### src/design/dat_pkg.sv
// ----------------------------------------------------------------------------
// dat_pkg: device address table shared definitions
// Table size, field widths, operation and status codes, channel payload types
// and the control structs passed between the sequencer and the compare unit.
// ----------------------------------------------------------------------------
package dat_pkg;

   // table geometry
   localparam int TABLE_ENTRIES = 32;
   localparam int IDX_W         = $clog2(TABLE_ENTRIES);
   localparam int CNT_W         = $clog2(TABLE_ENTRIES + 1);

   // field widths
   localparam int FUNC_W   = 2;
   localparam int LONG_W   = 64;
   localparam int NET_W    = 16;
   localparam int STATUS_W = 2;
   localparam int SLOT_W   = 5;
   localparam int ENTRY_W  = LONG_W + NET_W;

   // operation codes
   localparam logic [FUNC_W-1:0] FUNC_UPSERT      = 2'd0;
   localparam logic [FUNC_W-1:0] FUNC_LOOKUP_LONG = 2'd1;
   localparam logic [FUNC_W-1:0] FUNC_LOOKUP_NET  = 2'd2;
   localparam logic [FUNC_W-1:0] FUNC_NOP         = 2'd3;

   // status codes
   localparam logic [STATUS_W-1:0] STATUS_OK        = 2'd0;
   localparam logic [STATUS_W-1:0] STATUS_NOT_FOUND = 2'd1;
   localparam logic [STATUS_W-1:0] STATUS_FULL      = 2'd2;

   // sequencer states
   typedef enum logic [1:0] {
      ST_IDLE,
      ST_SCAN
   } state_type;

   // one stored entry
   typedef struct packed {
      logic [LONG_W-1:0] long_addr;
      logic [NET_W-1:0]  net_addr;
   } entry_type;

   // request payload
   typedef struct packed {
      logic [FUNC_W-1:0] func;
      logic [LONG_W-1:0] long_addr;
      logic [NET_W-1:0]  net_addr;
   } req_type;

   // response payload
   typedef struct packed {
      logic [STATUS_W-1:0] status;
      logic [SLOT_W-1:0]   slot;
      logic [NET_W-1:0]    found_net_addr;
      logic [LONG_W-1:0]   found_long_addr;
   } rsp_type;

   // sequencer to compare unit
   typedef struct packed {
      logic             start;
      logic             check;
      logic             by_net;
      logic [IDX_W-1:0] idx;
   } cmp_ctl_type;

   // compare unit to sequencer
   typedef struct packed {
      logic             hit;
      logic             free_found;
      logic [IDX_W-1:0] free_idx;
   } cmp_sts_type;

   // low bits of an entry index as the slot field
   function automatic logic [SLOT_W-1:0] to_slot(input logic [IDX_W-1:0] idx);
      logic [IDX_W+SLOT_W-1:0] wide;
      wide = {{SLOT_W{1'b0}}, idx};
      return wide[SLOT_W-1:0];
   endfunction

endpackage

### src/design/dat_req_if.sv
// ----------------------------------------------------------------------------
// dat_req_if: request channel
// Valid/ready channel carrying one table operation.
// ----------------------------------------------------------------------------
interface dat_req_if
   import dat_pkg::*;
();

   logic              valid;
   logic              ready;
   logic [FUNC_W-1:0] func;
   logic [LONG_W-1:0] long_addr;
   logic [NET_W-1:0]  net_addr;

   modport source (output valid, output func, output long_addr, output net_addr,
                   input ready);
   modport sink   (input valid, input func, input long_addr, input net_addr,
                   output ready);

endinterface

### src/design/dat_rsp_if.sv
// ----------------------------------------------------------------------------
// dat_rsp_if: response channel
// Valid/ready channel carrying one operation result.
// ----------------------------------------------------------------------------
interface dat_rsp_if
   import dat_pkg::*;
();

   logic                valid;
   logic                ready;
   logic [STATUS_W-1:0] status;
   logic [SLOT_W-1:0]   slot;
   logic [NET_W-1:0]    found_net_addr;
   logic [LONG_W-1:0]   found_long_addr;

   modport source (output valid, output status, output slot, output found_net_addr,
                   output found_long_addr, input ready);
   modport sink   (input valid, input status, input slot, input found_net_addr,
                   input found_long_addr, output ready);

endinterface

### src/design/dat_ram.sv
// ----------------------------------------------------------------------------
// dat_ram: generic simple dual-port RAM
// One write port, one read port, registered read data.
// ----------------------------------------------------------------------------
module dat_ram #(
   parameter int WIDTH = 8,
   parameter int DEPTH = 16
) (
   input  logic                     clock,
   input  logic                     wr_en,
   input  logic [$clog2(DEPTH)-1:0] wr_addr,
   input  logic [WIDTH-1:0]         wr_data,
   input  logic                     rd_en,
   input  logic [$clog2(DEPTH)-1:0] rd_addr,
   output logic [WIDTH-1:0]         rd_data
);

   logic [WIDTH-1:0] mem_ff [DEPTH];
   logic [WIDTH-1:0] rd_data_ff;

   // write port
   always_ff @(posedge clock) begin
      if (wr_en) begin
         mem_ff[wr_addr] <= wr_data;
      end
   end

   // registered read port
   always_ff @(posedge clock) begin
      if (rd_en) begin
         rd_data_ff <= mem_ff[rd_addr];
      end
   end

   assign rd_data = rd_data_ff;

endmodule

### src/design/dat_cmp.sv
// ----------------------------------------------------------------------------
// dat_cmp: shared entry compare unit
// Compares one stored entry per cycle against the request key and tracks the
// lowest free slot seen so far in the current scan.
// ----------------------------------------------------------------------------
module dat_cmp
   import dat_pkg::*;
(
   input  logic             clock,
   input  logic             reset,
   input  cmp_ctl_type      ctl,
   input  logic [LONG_W-1:0] key_long,
   input  logic [NET_W-1:0]  key_net,
   input  logic             entry_vld,
   input  entry_type        entry,
   output cmp_sts_type      sts
);

   logic             free_found_ff;
   logic             free_found_in;
   logic [IDX_W-1:0] free_idx_ff;
   logic [IDX_W-1:0] free_idx_in;
   logic             key_eq;
   logic             is_free;

   // key compare, long or short address
   assign key_eq  = ctl.by_net ? (entry.net_addr == key_net)
                               : (entry.long_addr == key_long);
   assign is_free = ctl.check && !entry_vld;

   // lowest free slot, including the entry under check this cycle
   always_comb begin
      free_found_in = free_found_ff;
      free_idx_in   = free_idx_ff;
      if (ctl.start) begin
         free_found_in = 1'b0;
      end else if (is_free && !free_found_ff) begin
         free_found_in = 1'b1;
         free_idx_in   = ctl.idx;
      end
   end

   always_comb begin
      sts.hit        = ctl.check && entry_vld && key_eq;
      sts.free_found = free_found_ff || is_free;
      sts.free_idx   = free_found_ff ? free_idx_ff : ctl.idx;
   end

   always_ff @(posedge clock) begin
      if (reset) begin
         free_found_ff <= 1'b0;
      end else begin
         free_found_ff <= free_found_in;
      end
   end

   always_ff @(posedge clock) begin
      free_idx_ff <= free_idx_in;
   end

endmodule

### src/design/device_address_table_core.sv
// ----------------------------------------------------------------------------
// device_address_table_core: long-to-short device address table
// Maps 64-bit long addresses to 16-bit short addresses with upsert, lookup by
// long address and lookup by short address.
// ----------------------------------------------------------------------------
// Usage
//   req_if carries one operation (func, long_addr, net_addr); it is taken when
//   valid and ready are both high. rsp_if returns exactly one result per
//   request (status, slot, found_net_addr, found_long_addr).
//   Each request is handled alone: ready is high only while no scan runs.
//   The entries sit in one RAM read one entry per cycle once the scan has
//   started, in ascending order, through a single compare unit; the scan
//   stops at the first match. A no-op code ends the scan without checking
//   any entry; a miss or insert checks every entry. The block is ready again
//   in the cycle after the result is loaded. The result waits in an output
//   register until rsp_if.ready; meanwhile the next request is taken and
//   held, and its scan starts once that register has been emptied.
//   Reset clears all valid bits at once; entry contents need no clearing, so
//   the block is ready as soon as reset drops.
// ----------------------------------------------------------------------------
module device_address_table_core
   import dat_pkg::*;
(
   input  logic      clock,
   input  logic      reset,
   dat_req_if.sink   req_if,
   dat_rsp_if.source rsp_if
);

   state_type               state_ff;
   state_type               state_in;
   logic [CNT_W-1:0]        issue_ff;
   logic [CNT_W-1:0]        issue_in;
   logic                    chk_ff;
   logic                    chk_in;
   logic [IDX_W-1:0]        chk_idx_ff;
   logic [IDX_W-1:0]        chk_idx_in;
   logic [TABLE_ENTRIES-1:0] valid_ff;
   logic [TABLE_ENTRIES-1:0] valid_in;
   req_type                 req_ff;
   req_type                 req_in;
   rsp_type                 rsp_ff;
   rsp_type                 rsp_in;
   logic                    rsp_valid_ff;
   logic                    rsp_valid_in;

   logic                    accept;
   logic                    chk_last;
   logic                    scan_hold;
   logic                    scan_done;
   logic                    rd_en;
   logic [IDX_W-1:0]        rd_addr;
   logic [ENTRY_W-1:0]      rd_data;
   entry_type               rd_entry;
   logic                    wr_en;
   logic [IDX_W-1:0]        wr_addr;
   entry_type               wr_entry;
   logic                    set_valid;
   cmp_ctl_type             cmp_ctl;
   cmp_sts_type             cmp_sts;

   assign accept   = req_if.valid && req_if.ready;
   assign rd_entry = entry_type'(rd_data);

   // entry store
   dat_ram #(
      .WIDTH (ENTRY_W),
      .DEPTH (TABLE_ENTRIES)
   ) u_ram (
      .clock   (clock),
      .wr_en   (wr_en),
      .wr_addr (wr_addr),
      .wr_data (ENTRY_W'(wr_entry)),
      .rd_en   (rd_en),
      .rd_addr (rd_addr),
      .rd_data (rd_data)
   );

   // shared compare unit
   always_comb begin
      cmp_ctl.start  = accept;
      cmp_ctl.check  = chk_ff;
      cmp_ctl.by_net = (req_ff.func == FUNC_LOOKUP_NET);
      cmp_ctl.idx    = chk_idx_ff;
   end

   dat_cmp u_cmp (
      .clock     (clock),
      .reset     (reset),
      .ctl       (cmp_ctl),
      .key_long  (req_ff.long_addr),
      .key_net   (req_ff.net_addr),
      .entry_vld (valid_ff[chk_idx_ff]),
      .entry     (rd_entry),
      .sts       (cmp_sts)
   );

   // scan start waits while the previous result is still in the output register
   assign scan_hold = (state_ff == ST_SCAN) && !chk_ff && (issue_ff == '0)
                      && rsp_valid_ff;

   // end of scan: match, last entry checked, or no-op code
   assign chk_last  = chk_ff && (chk_idx_ff == IDX_W'(TABLE_ENTRIES - 1));
   assign scan_done = (state_ff == ST_SCAN) && !scan_hold
                      && ((req_ff.func == FUNC_NOP) || cmp_sts.hit || chk_last);

   // next state
   always_comb begin
      state_in = state_ff;
      case (state_ff)
         ST_IDLE: begin
            if (accept) begin
               state_in = ST_SCAN;
            end
         end
         ST_SCAN: begin
            if (scan_done) begin
               state_in = ST_IDLE;
            end
         end
         default: state_in = ST_IDLE;
      endcase
   end

   // datapath control and result selection
   always_comb begin
      issue_in   = issue_ff;
      chk_in     = 1'b0;
      chk_idx_in = chk_idx_ff;
      req_in     = req_ff;
      rsp_in     = rsp_ff;
      rd_en      = 1'b0;
      rd_addr    = issue_ff[IDX_W-1:0];
      wr_en      = 1'b0;
      wr_addr    = chk_idx_ff;
      wr_entry   = '{long_addr: rd_entry.long_addr, net_addr: req_ff.net_addr};
      set_valid  = 1'b0;
      case (state_ff)
         ST_IDLE: begin
            if (accept) begin
               req_in.func      = req_if.func;
               req_in.long_addr = req_if.long_addr;
               req_in.net_addr  = req_if.net_addr;
               issue_in         = '0;
            end
         end
         ST_SCAN: begin
            if (scan_done) begin
               rsp_in = '{status: STATUS_NOT_FOUND, slot: '0, found_net_addr: '0,
                          found_long_addr: '0};
               if (req_ff.func == FUNC_NOP) begin
                  rsp_in.status = STATUS_NOT_FOUND;
               end else if (cmp_sts.hit) begin
                  rsp_in.status          = STATUS_OK;
                  rsp_in.slot            = to_slot(chk_idx_ff);
                  rsp_in.found_long_addr = rd_entry.long_addr;
                  rsp_in.found_net_addr  = rd_entry.net_addr;
                  // upsert of a known address rewrites its short address
                  if (req_ff.func == FUNC_UPSERT) begin
                     wr_en                 = 1'b1;
                     rsp_in.found_net_addr = req_ff.net_addr;
                  end
               end else if (req_ff.func == FUNC_UPSERT) begin
                  if (cmp_sts.free_found) begin
                     // insert into lowest free slot
                     wr_en                  = 1'b1;
                     set_valid              = 1'b1;
                     wr_addr                = cmp_sts.free_idx;
                     wr_entry               = '{long_addr: req_ff.long_addr,
                                                net_addr: req_ff.net_addr};
                     rsp_in.status          = STATUS_OK;
                     rsp_in.slot            = to_slot(cmp_sts.free_idx);
                     rsp_in.found_long_addr = req_ff.long_addr;
                     rsp_in.found_net_addr  = req_ff.net_addr;
                  end else begin
                     rsp_in.status = STATUS_FULL;
                  end
               end
            end else if (!scan_hold && (issue_ff < CNT_W'(TABLE_ENTRIES))) begin
               // issue next entry read, checked in the following cycle
               rd_en      = 1'b1;
               issue_in   = issue_ff + CNT_W'(1);
               chk_in     = 1'b1;
               chk_idx_in = issue_ff[IDX_W-1:0];
            end
         end
         default: begin
            chk_in = 1'b0;
         end
      endcase
   end

   // output register occupancy
   always_comb begin
      rsp_valid_in = rsp_valid_ff;
      if (rsp_valid_ff && rsp_if.ready) begin
         rsp_valid_in = 1'b0;
      end
      if (scan_done) begin
         rsp_valid_in = 1'b1;
      end
   end

   // valid bits, set on insert only
   always_comb begin
      valid_in = valid_ff;
      if (set_valid) begin
         valid_in[wr_addr] = 1'b1;
      end
   end

   // control registers
   always_ff @(posedge clock) begin
      if (reset) begin
         state_ff     <= ST_IDLE;
         chk_ff       <= 1'b0;
         valid_ff     <= '0;
         rsp_valid_ff <= 1'b0;
      end else begin
         state_ff     <= state_in;
         chk_ff       <= chk_in;
         valid_ff     <= valid_in;
         rsp_valid_ff <= rsp_valid_in;
      end
   end

   // payload registers
   always_ff @(posedge clock) begin
      issue_ff   <= issue_in;
      chk_idx_ff <= chk_idx_in;
      req_ff     <= req_in;
      rsp_ff     <= rsp_in;
   end

   // channel outputs
   assign req_if.ready           = (state_ff == ST_IDLE);
   assign rsp_if.valid           = rsp_valid_ff;
   assign rsp_if.status          = rsp_ff.status;
   assign rsp_if.slot            = rsp_ff.slot;
   assign rsp_if.found_net_addr  = rsp_ff.found_net_addr;
   assign rsp_if.found_long_addr = rsp_ff.found_long_addr;

   // read pointer stays within the table during a scan
   a_issue_range: assert property (@(posedge clock) disable iff (reset)
      (state_ff == ST_SCAN) |-> (issue_ff <= CNT_W'(TABLE_ENTRIES)))
      else $error("scan read pointer past table end");

   // checked entry is always the one read in the previous cycle
   a_chk_lag: assert property (@(posedge clock) disable iff (reset)
      chk_ff |-> (issue_ff == CNT_W'(chk_idx_ff) + CNT_W'(1)))
      else $error("compare index out of step with read pointer");

   // the table is written only when an upsert finishes
   a_write_upsert: assert property (@(posedge clock) disable iff (reset)
      wr_en |-> (scan_done && (req_ff.func == FUNC_UPSERT)))
      else $error("table written outside an upsert");

   // full is reported only when every slot is taken
   a_full_valid: assert property (@(posedge clock) disable iff (reset)
      (scan_done && (rsp_in.status == STATUS_FULL)) |-> (&valid_ff))
      else $error("table full reported with a free slot");

   // short lookups and upserts return the request short address
   a_net_echo: assert property (@(posedge clock) disable iff (reset)
      (scan_done && (rsp_in.status == STATUS_OK)
       && (req_ff.func != FUNC_LOOKUP_LONG))
      |-> (rsp_in.found_net_addr == req_ff.net_addr))
      else $error("short address in response differs from request");

endmodule

### src/flat_wrapper.sv
// flat-port wrapper written by rule: the top's interface ports become plain ports
module device_address_table_core_flat import dat_pkg::*;
  (clock, reset, req_if_valid, req_if_func, req_if_long_addr, req_if_net_addr, req_if_ready, rsp_if_valid, rsp_if_status, rsp_if_slot, rsp_if_found_net_addr, rsp_if_found_long_addr, rsp_if_ready);
  dat_req_if req_if_i ();
  dat_rsp_if rsp_if_i ();
  input  logic clock;
  input  logic reset;
  input wire logic [$bits(req_if_i.valid)-1:0] req_if_valid;
  input wire logic [$bits(req_if_i.func)-1:0] req_if_func;
  input wire logic [$bits(req_if_i.long_addr)-1:0] req_if_long_addr;
  input wire logic [$bits(req_if_i.net_addr)-1:0] req_if_net_addr;
  output wire logic [$bits(req_if_i.ready)-1:0] req_if_ready;
  output wire logic [$bits(rsp_if_i.valid)-1:0] rsp_if_valid;
  output wire logic [$bits(rsp_if_i.status)-1:0] rsp_if_status;
  output wire logic [$bits(rsp_if_i.slot)-1:0] rsp_if_slot;
  output wire logic [$bits(rsp_if_i.found_net_addr)-1:0] rsp_if_found_net_addr;
  output wire logic [$bits(rsp_if_i.found_long_addr)-1:0] rsp_if_found_long_addr;
  input wire logic [$bits(rsp_if_i.ready)-1:0] rsp_if_ready;
  assign req_if_i.valid = req_if_valid;
  assign req_if_i.func = req_if_func;
  assign req_if_i.long_addr = req_if_long_addr;
  assign req_if_i.net_addr = req_if_net_addr;
  assign req_if_ready = req_if_i.ready;
  assign rsp_if_valid = rsp_if_i.valid;
  assign rsp_if_status = rsp_if_i.status;
  assign rsp_if_slot = rsp_if_i.slot;
  assign rsp_if_found_net_addr = rsp_if_i.found_net_addr;
  assign rsp_if_found_long_addr = rsp_if_i.found_long_addr;
  assign rsp_if_i.ready = rsp_if_ready;
  device_address_table_core u_core (.clock(clock), .reset(reset), .req_if(req_if_i), .rsp_if(rsp_if_i));
endmodule
### config.mk
export PLATFORM = sky130hd
export DESIGN_NAME = device_address_table_core_flat
export DESIGN_NICKNAME = d
export VERILOG_FILES = /design/src/design/dat_pkg.sv /design/src/design/dat_req_if.sv /design/src/design/dat_rsp_if.sv /design/src/design/dat_ram.sv /design/src/design/dat_cmp.sv /design/src/design/device_address_table_core.sv /design/src/flat_wrapper.sv
export SDC_FILE = /design/constraint.sdc
export NUM_CORES = 2
export LEC_CHECK = 0
export ABC_AREA = 1
export BUFFER_PORTS_ARGS = -buffer_cell sky130_fd_sc_hd__buf_2
export CAP_MARGIN = 40
export CELL_PAD_IN_SITES_DETAIL_PLACEMENT = 1
export CELL_PAD_IN_SITES_GLOBAL_PLACEMENT = 2
export CORE_MARGIN = 3
export CORE_UTILIZATION = 32
export CTS_CLUSTER_SIZE = 10
export DETAILED_ROUTE_END_ITERATION = 16
export MAX_ROUTING_LAYER = met4
export PLACE_DENSITY = 0.63
export SLEW_MARGIN = 20
export SYNTH_ARGS = -nofsm -noshare
export SYNTH_HDL_FRONTEND = slang
export SYNTH_SLANG_ARGS = --single-unit
### constraint.sdc
create_clock -name clock -period 38.3 [get_ports clock]
set_input_delay 5.745 -clock clock [delete_from_list [all_inputs] [get_ports clock]]
set_output_delay 5.745 -clock clock [all_outputs]
set_load 0.02 [all_outputs]
==> run metrics <==
status=complete, no violations; first-pass iteration count of the detailed router=6; flop2flop setup slack=31.32 ns; boundary pin count=175; initial core utilization=0.322; clk root buf=clkbuf_16; fin area=around 130000 µm²; Post-Place Cells=about 13000; Slew Viols, Final=0; Max Freq=roughly 0.13 GHz; setup violators final=0; clock-pin slew on the worst setup and hold paths=roughly 0.060 ns; Area after DPL=approximately 120000 µm²; synth warn=0; Top FF cell, synth=edfxtp_1; Sink Count=2861; share of cells above drive strength 1=0.112; Peak supply drop=approximately 0.000031 V; post-layout power=0.00695 W; PortBufs=between 150 and 200; wire per inst=between 30 and 40 µm; worst r2r path cells=15; CTS tree=yes; FFs w/ async S/R, synth=0; largest net degree at the start of global routing=202; Leak=40.6 nW; area of the multi-input gates=23800 µm²; Cell Area, Synth=~110000 µm²; synthesized net count=around 8300; WL final=approximately 410000 µm; met3 Usage GRT=0.0261; Area Growth Syn to Fin=15.7%; Netlist cell types=45; CP peak stage delay=0.45 ns; unrepaired setup endpoints after global routing=false; clock skew=0.0366 ns; Worst Hold Class=flip-flop to flip-flop; crit-path cells=inv_1 > buf_2; CP required=about 33 ns; number of global-route vias before repair=about 75000; Resize count post-CTS=0; Fin. Hold Viols=0; Avg Cell Area, Syn=13.5 µm²; Core Region=~350000 µm²; DP HPWL=around 220000 µm; Remaining Overflow, GRT=0; worst-path maximum fanout=6; num rows=~220; Slowest cell on crit path=dfxtp_1; Seq/Total Area, Yosys=0.766; H-tree Lvls=5; gpl congestion=around 0.79; FILL cells=around 36000; CTS Hold Bufs=0; Initial DRC Count=about 8800; Crit Path Category=flip-flop to primary output; final period utilization=0.197; hold path start=u_core.valid_ff[8]$_SDFFE_PP0P_; FF+latch count, synth=2861; Crit. End Element=primary output; busiest layer in global routing=met2; post-CTS setup buffers=0; Final TNS setup=0 ns; Die Area=roughly 360000 µm²; Worst EP arrival=between 1.5 and 2 ns; worst slew pin tran=~1.3 ns; CP Launch Type=flip-flop; worst-skew pair later-pin latency=approximately 0.96 ns; Hold EP=u_core.valid_ff[8]$_SDFFE_PP0P_; DRC violations left=0; maximum root-to-sink buffer count=4; Reg area=~86000 µm²; number of synthesized flops with an enable pin=2825; vias per cell=approximately 5.7; GR Util met1=0.326; Post-Layout Cell Count=around 13000; Final Core Density=0.372; Via Count=between 70000 and 80000; Slew HR=0.160; Total Routing Usage GR=0.233; Routed Antenna Nets=0; worst r2r src=u_core.issue_ff[1]$_SDFFCE_PN0P_; Final min period=about 7.5 ns; initial antenna violation count=between 40 and 50; synthesized instance count=8256; worst r2r dst=u_core.u_ram.mem_ff[25][51]$_DFFE_PP_; Die X-Extent=597 µm; GRT met2 Usage=0.361; nets=8542; MaxCap Viol Count=0; Power Dens Cells=between 50 and 60 nW/µm²; die height=around 600 µm; Hold Path Cell Cnt=2; first-pass GRT wire length=~580000 µm; total CTS buffers=333
[logic make-up after synthesis]
family,synth area share
xor+xnor,0.00212
buf+inv,0.0271
fa+ha+maj,0.000224
compound gates,0.126
simple gates,0.0785
flops,0.766
[per-layer routing]
metal / routed length [µm] / vias to the layer above
li1: - / 31500
met1: 185000 / 40300
met2: 193000 / 2694
met3: 25700 / 589
met4: 11000 / 0
met5: 0 / -
[critical path, delay by kind of cell (launching register included)]
kind                   cells  cell delay, ns
buffers and inverters      2            0.41
flip-flops                 1            0.45
[how the worst max path moves through the flow]
stage / start / end / slack, ns / depth (start not counted)
after detailed placement: req_if_valid / u_core.req_ff[51]$_DFFE_PP_ / 30.64 / 5
after global placement: req_if_valid / u_core.req_ff[56]$_DFFE_PP_ / 30.55 / 4
final: u_core.state_ff[0]$_SDFFE_PP0P_ / req_if_ready / 30.76 / 2
after global routing: u_core.state_ff[0]$_SDFFE_PP0P_ / req_if_ready / 30.66 / 2
after floorplan: u_core.issue_ff[0]$_SDFFCE_PN0P_ / u_core.u_ram.mem_ff[17][0]$_DFFE_PP_ / 26.23 / 14
after CTS: u_core.state_ff[0]$_SDFFE_PP0P_ / req_if_ready / 30.74 / 2
[registers in the layout, indices dropped and copies added, names as in the netlist]
name                           count
u_core.u_ram.mem_ff             2560
u_core.req_ff                     82
u_core.u_ram.rd_data              80
u_core.rsp_if.found_long_addr     64
u_core.valid_ff                   32
u_core.rsp_if.found_net_addr      16
u_core.issue_ff                    6
u_core.chk_idx_ff                  5
u_core.rsp_if.slot                 5
u_core.u_cmp.free_idx_ff           5
u_core.rsp_if.status               2
u_core.chk_ff                      1
u_core.rsp_if.valid                1
u_core.state_ff                    1
u_core.u_cmp.free_found_ff         1
[stage by stage]
step,hold WS [ns],setup WS [ns]
after floorplan,0.421,26.23
after global placement,0.436,30.55
after detailed placement,0.445,30.64
after CTS,0.453,30.74
after global routing,0.473,30.66
final,0.454,30.76
[layout make-up]
| class | count | share of cell area |
|---|---|---|
| antenna | 18 | 0.000349 |
| clock buffer | 407 | 0.0679 |
| clock inverter | 33 | 0.00259 |
| inverter | 191 | 0.00601 |
| multi-input combinational | 4611 | 0.184 |
| sequential | 2861 | 0.662 |
| tap | 4578 | 0.0443 |
| timing repair buffer | 456 | 0.0327 |
[power breakdown]
part | switching (W) | internal [W] | leakage (nW)
registers | 0.0000129 | 0.00347 | 25.7
logic | 0.000466 | 0.000160 | 10.5
clock network | 0.00123 | 0.00160 | 4.43
[cells in the mapped netlist (all sizes together) (26+ instances only)]
cell,count,area share
nor3,34,0.0017
xor2,26,0.0020
inv,190,0.0064
nand4,46,0.0026
nand3,136,0.0064
nand2,500,0.017
nor2,1452,0.049
o21ai,1350,0.060
o22ai,541,0.030
o221ai,221,0.017
clkbuf,517,0.017
a21oi,94,0.0042
edfxtp,2825,0.76
a221oi,48,0.0038
dfxtp,36,0.0065
buf,76,0.0033
a32oi,27,0.0021
a31oi,30,0.0017
[cell usage in the layout, fill, tap and decap left out, types with 92 or more instances in the layout]
cell type  netlist  routed
a21oi_1         93      92
buf_2           32     174
buf_4            7     176
clkbuf_16        0     340
edfxtp_1      2825    2825
inv_1          180     175
nand2_1        490     489
nand3_1        133     133
nor2_1        1442    1431
o21ai_0       1348    1348
o221ai_1       221     221
o22ai_1        541     485
No activity file was read; power rests on OpenSTA's default activity.
